$ cat config.mk
export PLATFORM = sky130hd
export DESIGN_NAME = gir_ctrl
export DESIGN_NICKNAME = d
export VERILOG_FILES = /design/src/hw/rtl/gir_pkg.sv /design/src/hw/rtl/gir_ctrl.sv
export SDC_FILE = /design/constraint.sdc
export NUM_CORES = 1
export LEC_CHECK = 0
export BUFFER_PORTS_ARGS = -buffer_cell sky130_fd_sc_hd__buf_2
export CORE_UTILIZATION = 44
export CTS_CLUSTER_DIAMETER = 200
export DETAILED_ROUTE_END_ITERATION = 12
export PLACE_DENSITY = 0.76
export SYNTH_ARGS = -nofsm -noshare
export SYNTH_HDL_FRONTEND = slang
export SYNTH_SLANG_ARGS = --single-unit
$ cat constraint.sdc
create_clock -name clk -period 1.8 [get_ports clk]
set_input_delay 0.36 -clock clk [delete_from_list [all_inputs] [get_ports clk]]
set_output_delay 0.36 -clock clk [all_outputs]
set_load 0.05 [all_outputs]
$ cat src/hw/rtl/gir_pkg.sv
// Package for the GF(2) incremental row reducer.
// Holds widths, mode and sweep codes, the command and status structs, and two helper functions.
// No dependencies.
`timescale 1ns / 1ps
`default_nettype none
package gir_pkg;

  localparam int VEC_W = 64;
  localparam int CNT_W = 7;
  localparam int IDX_W = 6;

  localparam logic [1:0] MODE_ROW     = 2'd0;
  localparam logic [1:0] MODE_COL     = 2'd1;
  localparam logic [1:0] MODE_RESTART = 2'd2;

  typedef enum logic [1:0] {
    OP_ELIM = 2'd0,
    OP_COL  = 2'd1,
    OP_CLR  = 2'd2,
    OP_LOAD = 2'd3
  } op_t;

  typedef struct packed {
    logic             load;
    logic             restart;
    logic             rd_en;
    op_t              op;
    logic [CNT_W-1:0] addr;
    logic             scan_en;
    logic [2:0]       chunk;
    logic             wnew;
    logic             col_inc;
    logic             commit;
    logic             finish;
    logic             reject;
  } cmd_t;

  typedef struct packed {
    logic [CNT_W-1:0] row_count;
    logic [CNT_W-1:0] col_count;
    logic             found;
    logic [CNT_W-1:0] piv_row;
  } stat_t;

  function automatic logic [VEC_W-1:0] low_mask(input logic [CNT_W-1:0] n);
    logic [VEC_W-1:0] m;
    if (n >= CNT_W'(VEC_W)) m = '1;
    else m = (VEC_W'(1) << n) - VEC_W'(1);
    return m;
  endfunction

  function automatic logic [2:0] low_bit8(input logic [7:0] v);
    logic [2:0] r;
    r = 3'd0;
    for (int k = 7; k >= 0; k--) begin
      if (v[k]) r = 3'(k);
    end
    return r;
  endfunction

endpackage
`default_nettype wire

$ cat src/hw/rtl/gir_ctrl.sv
// Controller of the row reducer: sequences sweeps, the pivot scan and the result.
// Depends on gir_pkg.
`timescale 1ns / 1ps
`default_nettype none
module gir_ctrl #(
  parameter int MAX_ROWS = 64,
  parameter int MAX_COLS = 64
) (
  input  wire                    clk,
  input  wire                    rst,
  input  wire                    start,
  input  wire  [1:0]             mode,
  input  wire  [6:0]             start_cols,
  input  gir_pkg::stat_t         stat,
  output gir_pkg::cmd_t          cmd,
  output logic                   busy
);
  import gir_pkg::*;

  typedef enum logic [8:0] {
    S_IDLE  = 9'b000000001,
    S_ELIM  = 9'b000000010,
    S_SCAN  = 9'b000000100,
    S_WNEW  = 9'b000001000,
    S_COL   = 9'b000010000,
    S_LOADP = 9'b000100000,
    S_LOADW = 9'b001000000,
    S_CLR   = 9'b010000000,
    S_FIN   = 9'b100000000
  } state_t;

  state_t           state, state_next;
  logic [CNT_W-1:0] idx, idx_next;
  logic             pend;
  logic             rej, rej_next;
  logic             sweep_end;

  assign busy      = (state != S_IDLE);
  assign sweep_end = (idx >= stat.row_count) && !pend;

  always_comb begin
    state_next = state;
    idx_next   = idx;
    rej_next   = rej;
    cmd        = '0;
    cmd.op     = OP_ELIM;
    cmd.addr   = idx;
    cmd.chunk  = idx[2:0];
    unique case (state)
      S_IDLE: begin
        if (start) begin
          cmd.load = 1'b1;
          idx_next = '0;
          rej_next = 1'b0;
          unique case (mode)
            MODE_ROW: begin
              if (stat.row_count >= CNT_W'(MAX_ROWS)) begin
                rej_next   = 1'b1;
                state_next = S_FIN;
              end else begin
                state_next = S_ELIM;
              end
            end
            MODE_COL: begin
              if (stat.col_count >= CNT_W'(MAX_COLS)) begin
                rej_next   = 1'b1;
                state_next = S_FIN;
              end else begin
                state_next = S_COL;
              end
            end
            MODE_RESTART: begin
              if (start_cols > CNT_W'(MAX_COLS)) rej_next = 1'b1;
              else cmd.restart = 1'b1;
              state_next = S_FIN;
            end
            default: begin
              rej_next   = 1'b1;
              state_next = S_FIN;
            end
          endcase
        end
      end
      S_ELIM: begin
        cmd.op = OP_ELIM;
        if (idx < stat.row_count) begin
          cmd.rd_en = 1'b1;
          idx_next  = idx + 1'b1;
        end else if (sweep_end) begin
          idx_next   = '0;
          state_next = S_SCAN;
        end
      end
      S_SCAN: begin
        cmd.scan_en = 1'b1;
        idx_next    = idx + 1'b1;
        if (idx[2:0] == 3'd7) state_next = S_WNEW;
      end
      S_WNEW: begin
        cmd.wnew = 1'b1;
        idx_next = '0;
        if (stat.found) begin
          cmd.commit = 1'b1;
          state_next = S_CLR;
        end else begin
          state_next = S_FIN;
        end
      end
      S_COL: begin
        cmd.op = OP_COL;
        if (idx < stat.row_count) begin
          cmd.rd_en = 1'b1;
          idx_next  = idx + 1'b1;
        end else if (sweep_end) begin
          cmd.col_inc = 1'b1;
          state_next  = stat.found ? S_LOADP : S_FIN;
        end
      end
      S_LOADP: begin
        cmd.op     = OP_LOAD;
        cmd.rd_en  = 1'b1;
        cmd.addr   = stat.piv_row;
        cmd.commit = 1'b1;
        state_next = S_LOADW;
      end
      S_LOADW: begin
        idx_next   = '0;
        state_next = S_CLR;
      end
      S_CLR: begin
        cmd.op = OP_CLR;
        if (idx < stat.row_count) begin
          cmd.rd_en = 1'b1;
          idx_next  = idx + 1'b1;
        end else if (sweep_end) begin
          state_next = S_FIN;
        end
      end
      S_FIN: begin
        cmd.finish = 1'b1;
        cmd.reject = rej;
        state_next = S_IDLE;
      end
      default: state_next = S_IDLE;
    endcase
  end

  always_ff @(posedge clk) begin
    if (rst) begin
      state <= S_IDLE;
      idx   <= '0;
      pend  <= 1'b0;
      rej   <= 1'b0;
    end else begin
      state <= state_next;
      idx   <= idx_next;
      pend  <= cmd.rd_en;
      rej   <= rej_next;
    end
  end

endmodule
`default_nettype wire

==> flow_results.xml <==
<?xml version="1.0" encoding="UTF-8"?>
<metrics>
  <group name="run_status">
    <metric name="run_status" unit="">finished with violations</metric>
    <metric name="violations" unit="">negative setup slack</metric>
  </group>
  <group name="power">
    <metric name="design_power_total" unit="W">0.00174</metric>
    <metric name="worst_ir_drop_vdd" unit="V">0.000547</metric>
    <metric name="power.leakage" unit="nW">1.29</metric>
    <metric name="power_density" unit="nW/µm²">615</metric>
  </group>
  <group name="synth">
    <metric name="most_frequently_used_flop_master_after_synthesis" unit="">dfxtp_1</metric>
    <metric name="synth_top_family_by_area" unit="">simple AND/OR/NAND/NOR gates</metric>
    <metric name="synth_xor_area_frac" unit="">0.0184</metric>
    <metric name="yosys-mux-area-fraction" unit="">0.0613</metric>
    <metric name="compound_gate_fraction_of_synth_area" unit="">0.208</metric>
    <metric name="synth-warning-count" unit="">0</metric>
    <metric name="post_synth_edffs" unit="">0</metric>
    <metric name="synth_fp_nets" unit="">216</metric>
    <metric name="synth_seq_area_share" unit="">0.252</metric>
    <metric name="yosysTopAreaCellShare" unit="">0.252</metric>
    <metric name="postSynth.asyncResetShare" unit="">0</metric>
    <metric name="mean_cell_area_of_the_mapped_netlist" unit="µm²">8.26</metric>
    <metric name="yosys.cell_types.count" unit="">54</metric>
    <metric name="post_synth_main_area_contributors" unit="">dfxtp_1, ha_1, mux2_2</metric>
    <metric name="mappedNetlistArea" unit="µm²">1430</metric>
    <metric name="synth.largest_area_cell" unit="">dfxtp_1</metric>
    <metric name="postSynthCellCount" unit="">173</metric>
    <metric name="post_synth_and_or_nand_nor_area_fraction" unit="">0.316</metric>
    <metric name="adder_cell_area_share_of_the_yosys_netlist" unit="">0.0788</metric>
    <metric name="flop_and_latch_count_out_of_synthesis" unit="">18</metric>
  </group>
  <group name="sta">
    <metric name="timing.clock.skew" unit="ns">0.0289</metric>
    <metric name="holdWs" unit="ns">0.344</metric>
    <metric name="finalWorstPathRequiredPeriod" unit="ns">2.38</metric>
    <metric name="unrepaired_setup_endpoints_after_global_routing" unit="">yes</metric>
    <metric name="timing.final.setup_violations" unit="">35</metric>
    <metric name="achievable-frequency" unit="GHz">0.420</metric>
    <metric name="finalMaxSlewViolations" unit="">0</metric>
    <metric name="worst-slew-pin-transition" unit="ns">0.461</metric>
    <metric name="final_hold_viol_count" unit="">0</metric>
    <metric name="min_period_over_period" unit="">1.32</metric>
    <metric name="layout_setup_ws" unit="ns">-0.580</metric>
    <metric name="slew_limit_headroom" unit="">0.690</metric>
  </group>
  <group name="global_route">
    <metric name="grt.total_usage" unit="">0.316</metric>
    <metric name="first_global_vias" unit="">1839</metric>
    <metric name="antenna_found_initial" unit="">0</metric>
    <metric name="grt_remaining_overflow" unit="">0</metric>
    <metric name="maximum_number_of_pins_on_one_net_before_global_route_repair" unit="">21</metric>
    <metric name="wire_length_of_the_first_global_routing_pass" unit="µm">8160</metric>
  </group>
  <group name="critical_path">
    <metric name="critPathMaxFanout" unit="">4</metric>
    <metric name="reg2reg_to" unit="">state[8]</metric>
    <metric name="cp.buffers_inverters" unit="">2</metric>
    <metric name="worstPathArrival" unit="ns">2.02</metric>
    <metric name="crit_path_end_kind" unit="">output port</metric>
    <metric name="critical-path-max-stage-delay" unit="ns">0.40</metric>
    <metric name="crit_slowest_cell" unit="">dfxtp_4</metric>
    <metric name="timing.critical_path.from_type" unit="">flop</metric>
    <metric name="r2r-start" unit="">state[5]</metric>
    <metric name="setup.reg_to_reg.worst_slack" unit="ns">-0.44</metric>
    <metric name="critical-path-top-delay-family" unit="">simple AND/OR/NAND/NOR gates</metric>
    <metric name="critical_path_class" unit="">reg -&gt; out</metric>
    <metric name="cp_cell_sequence" unit="">nor4_4 -&gt; buf_4 -&gt; nand3b_1 -&gt; nor3b_4 -&gt; nand2_2 -&gt; nand2_4 -&gt; buf_8</metric>
    <metric name="crit_required" unit="ns">1.44</metric>
    <metric name="reg2regPathDepth" unit="">13</metric>
  </group>
  <group name="die">
    <metric name="fp.dieH" unit="µm">59.0</metric>
    <metric name="dieArea" unit="µm²">3480</metric>
    <metric name="die_w" unit="µm">59.0</metric>
    <metric name="core.rowCount" unit="">20</metric>
    <metric name="num_io_pins" unit="">56</metric>
    <metric name="initial_utilization" unit="">0.464</metric>
    <metric name="core_area" unit="µm²">3080</metric>
  </group>
  <group name="place">
    <metric name="gpl.final_weighted_congestion" unit="">0.891</metric>
    <metric name="numPortBuffers" unit="">49</metric>
    <metric name="dpl_cell_area" unit="µm²">2110</metric>
    <metric name="dp_hpwl" unit="µm">3070</metric>
  </group>
  <group name="cells_and_area">
    <metric name="fin_nets" unit="">332</metric>
    <metric name="area.sequential" unit="µm²">384</metric>
    <metric name="area.growth.synth_to_final" unit="%">98.0</metric>
    <metric name="multi_input_area" unit="µm²">1310</metric>
    <metric name="antenna-diode-count" unit="">0</metric>
    <metric name="layout.cell_area.non_filler" unit="µm²">2830</metric>
    <metric name="fill_cells" unit="">107</metric>
    <metric name="post_route_cells_drive_above_1_share" unit="">0.686</metric>
  </group>
  <group name="min_path">
    <metric name="hold_end" unit="">state[5]</metric>
    <metric name="hold_path.class" unit="">in -&gt; reg</metric>
    <metric name="min_path_cells" unit="">3</metric>
    <metric name="hold_path.startpoint" unit="">stat[7]</metric>
  </group>
  <group name="clocking">
    <metric name="cts_inserted_buffers" unit="">3</metric>
    <metric name="cts_tree" unit="">yes</metric>
    <metric name="clk_latency" unit="ns">0.34</metric>
    <metric name="path_clk_slew" unit="ns">0.13</metric>
    <metric name="cts_max_path_buffers" unit="">2</metric>
    <metric name="ctsRootBufferMaster" unit="">clkbuf_4</metric>
    <metric name="cts.sinks" unit="">18</metric>
    <metric name="h-tree-depth" unit="">1</metric>
  </group>
  <group name="job">
    <metric name="max_cap_viol_count" unit="">0</metric>
  </group>
  <group name="routing">
    <metric name="dr_pass1_iterations" unit="">5</metric>
    <metric name="routed-via-count" unit="">2110</metric>
    <metric name="vias_per_cell" unit="">6.37</metric>
    <metric name="routed_wire_length_per_instance" unit="µm">23.6</metric>
    <metric name="antenna_left" unit="">0</metric>
    <metric name="detailed_router_s_first_iteration_violation_count" unit="">137</metric>
    <metric name="drt_drc_violations_left" unit="">0</metric>
    <metric name="detail_route.wirelength" unit="µm">7800</metric>
  </group>
</metrics>
## cells in the final DEF (no fill, tap or decap), types with 4 or more instances in the layout
| cell type | netlist | final |
|---|---|---|
| buf_2 | 1 | 30 |
| buf_4 | 4 | 56 |
| buf_6 | 0 | 19 |
| buf_8 | 0 | 15 |
| dfxtp_1 | 18 | 9 |
| dfxtp_2 | 0 | 4 |
| dfxtp_4 | 0 | 5 |
| ha_1 | 9 | 8 |
| inv_1 | 11 | 8 |
| mux2_4 | 0 | 6 |
| nand2_4 | 0 | 4 |
| nand2b_1 | 6 | 4 |
| nor2_1 | 17 | 11 |
| nor2_4 | 0 | 4 |
| nor2b_1 | 6 | 6 |
## stage by stage
stage / util / std cells / setup TNS (ns) / setup WS, ns
floorplan: - / 173 / -6.18 / -0.433
global placement: 0.686 / 303 / -6.40 / -0.334
detailed placement: 0.686 / 303 / -7.07 / -0.362
CTS: 0.852 / 326 / -9.55 / -0.499
global route: 0.919 / 331 / -15.43 / -0.624
finish: 0.919 / 331 / -14.11 / -0.580
## worst max-delay path by stage
| stage | start | end | depth (start not counted) |
|---|---|---|---|
| 6_report | state[5] | cmd[2] | 7 |
| 5_1_grt | state[5] | cmd[2] | 7 |
| 4_1_cts | state[1] | cmd[13] | 7 |
| 3_5_place_dp | stat[21] | cmd[3] | 9 |
| 3_3_place_gp | stat[19] | cmd[3] | 9 |
| 2_1_floorplan | state[7] | cmd[2] | 6 |
## sequential cells by signal, indices dropped and copies added (netlist names)
register,count
state,9
pend,1
rej,1
idx,7
## synthesized netlist by cell type (all sizes together) (2+ instances only)
cell type	instances
a32o	2
mux2	6
a21boi	2
nand2b	6
nand2	10
inv	11
or2	3
dfxtp	18
a21oi	8
o21ai	7
clkbuf	4
nor4	3
ha	9
nand4	2
o2bb2ai	2
a31oi	2
and3	2
buf	5
a211o	2
o31ai	3
or3	4
xor2	2
nor3	3
and2	3
nand3b	2
nor3b	2
nor2	17
nor2b	6
mux2i	2
nand3	5
and4b	3
## per-layer routing
layer	vias to the layer above	share of wire	global-route usage
li1	871	-	-
met4	0	0.079	0.143
met1	975	0.35	0.321
met3	80	0.085	0.0590
met5	-	0	0
met2	184	0.48	0.615
## report_power, final
group / leakage [nW] / switching (W) / total, W / internal, W
Clock: 0.0138 / 0.000156 / 0.000235 / 0.0000789
Combinational: 1.13 / 0.000515 / 0.00106 / 0.000549
Sequential: 0.151 / 0.0000275 / 0.000440 / 0.000413
Total: 1.29 / 0.000698 / 0.00174 / 0.00104
## what timing repair did
action,in CTS,in global routing
buffers inserted,20,10
endpoints found under the hold margin,0,0
hold buffers,0,0
gates resized for setup,97,38
setup endpoints to repair,35,35
pin swaps,17,19
## cell families after synthesis
logic type	Yosys count
muxes	8
adders and majority gates	9
DFF	18
and+or+nand+nor	75
AOI/OAI and AO/OA	40
xor gates and xnor gates	3
buffers and inverters	20
## final cells by class
class	count	share of cell area
clock buffers	3	0.00796
inverters	11	0.0155
multi-input cells	135	0.464
flip-flops and latches	18	0.136
well taps	44	0.0195
repair buffers	120	0.357
## worst min-delay path, cell delays in order
cell	delay [ns]
buf_2	0.12
nand2_1	0.13
nor2_4	0.05
No activity file was read; power rests on OpenSTA's default activity.
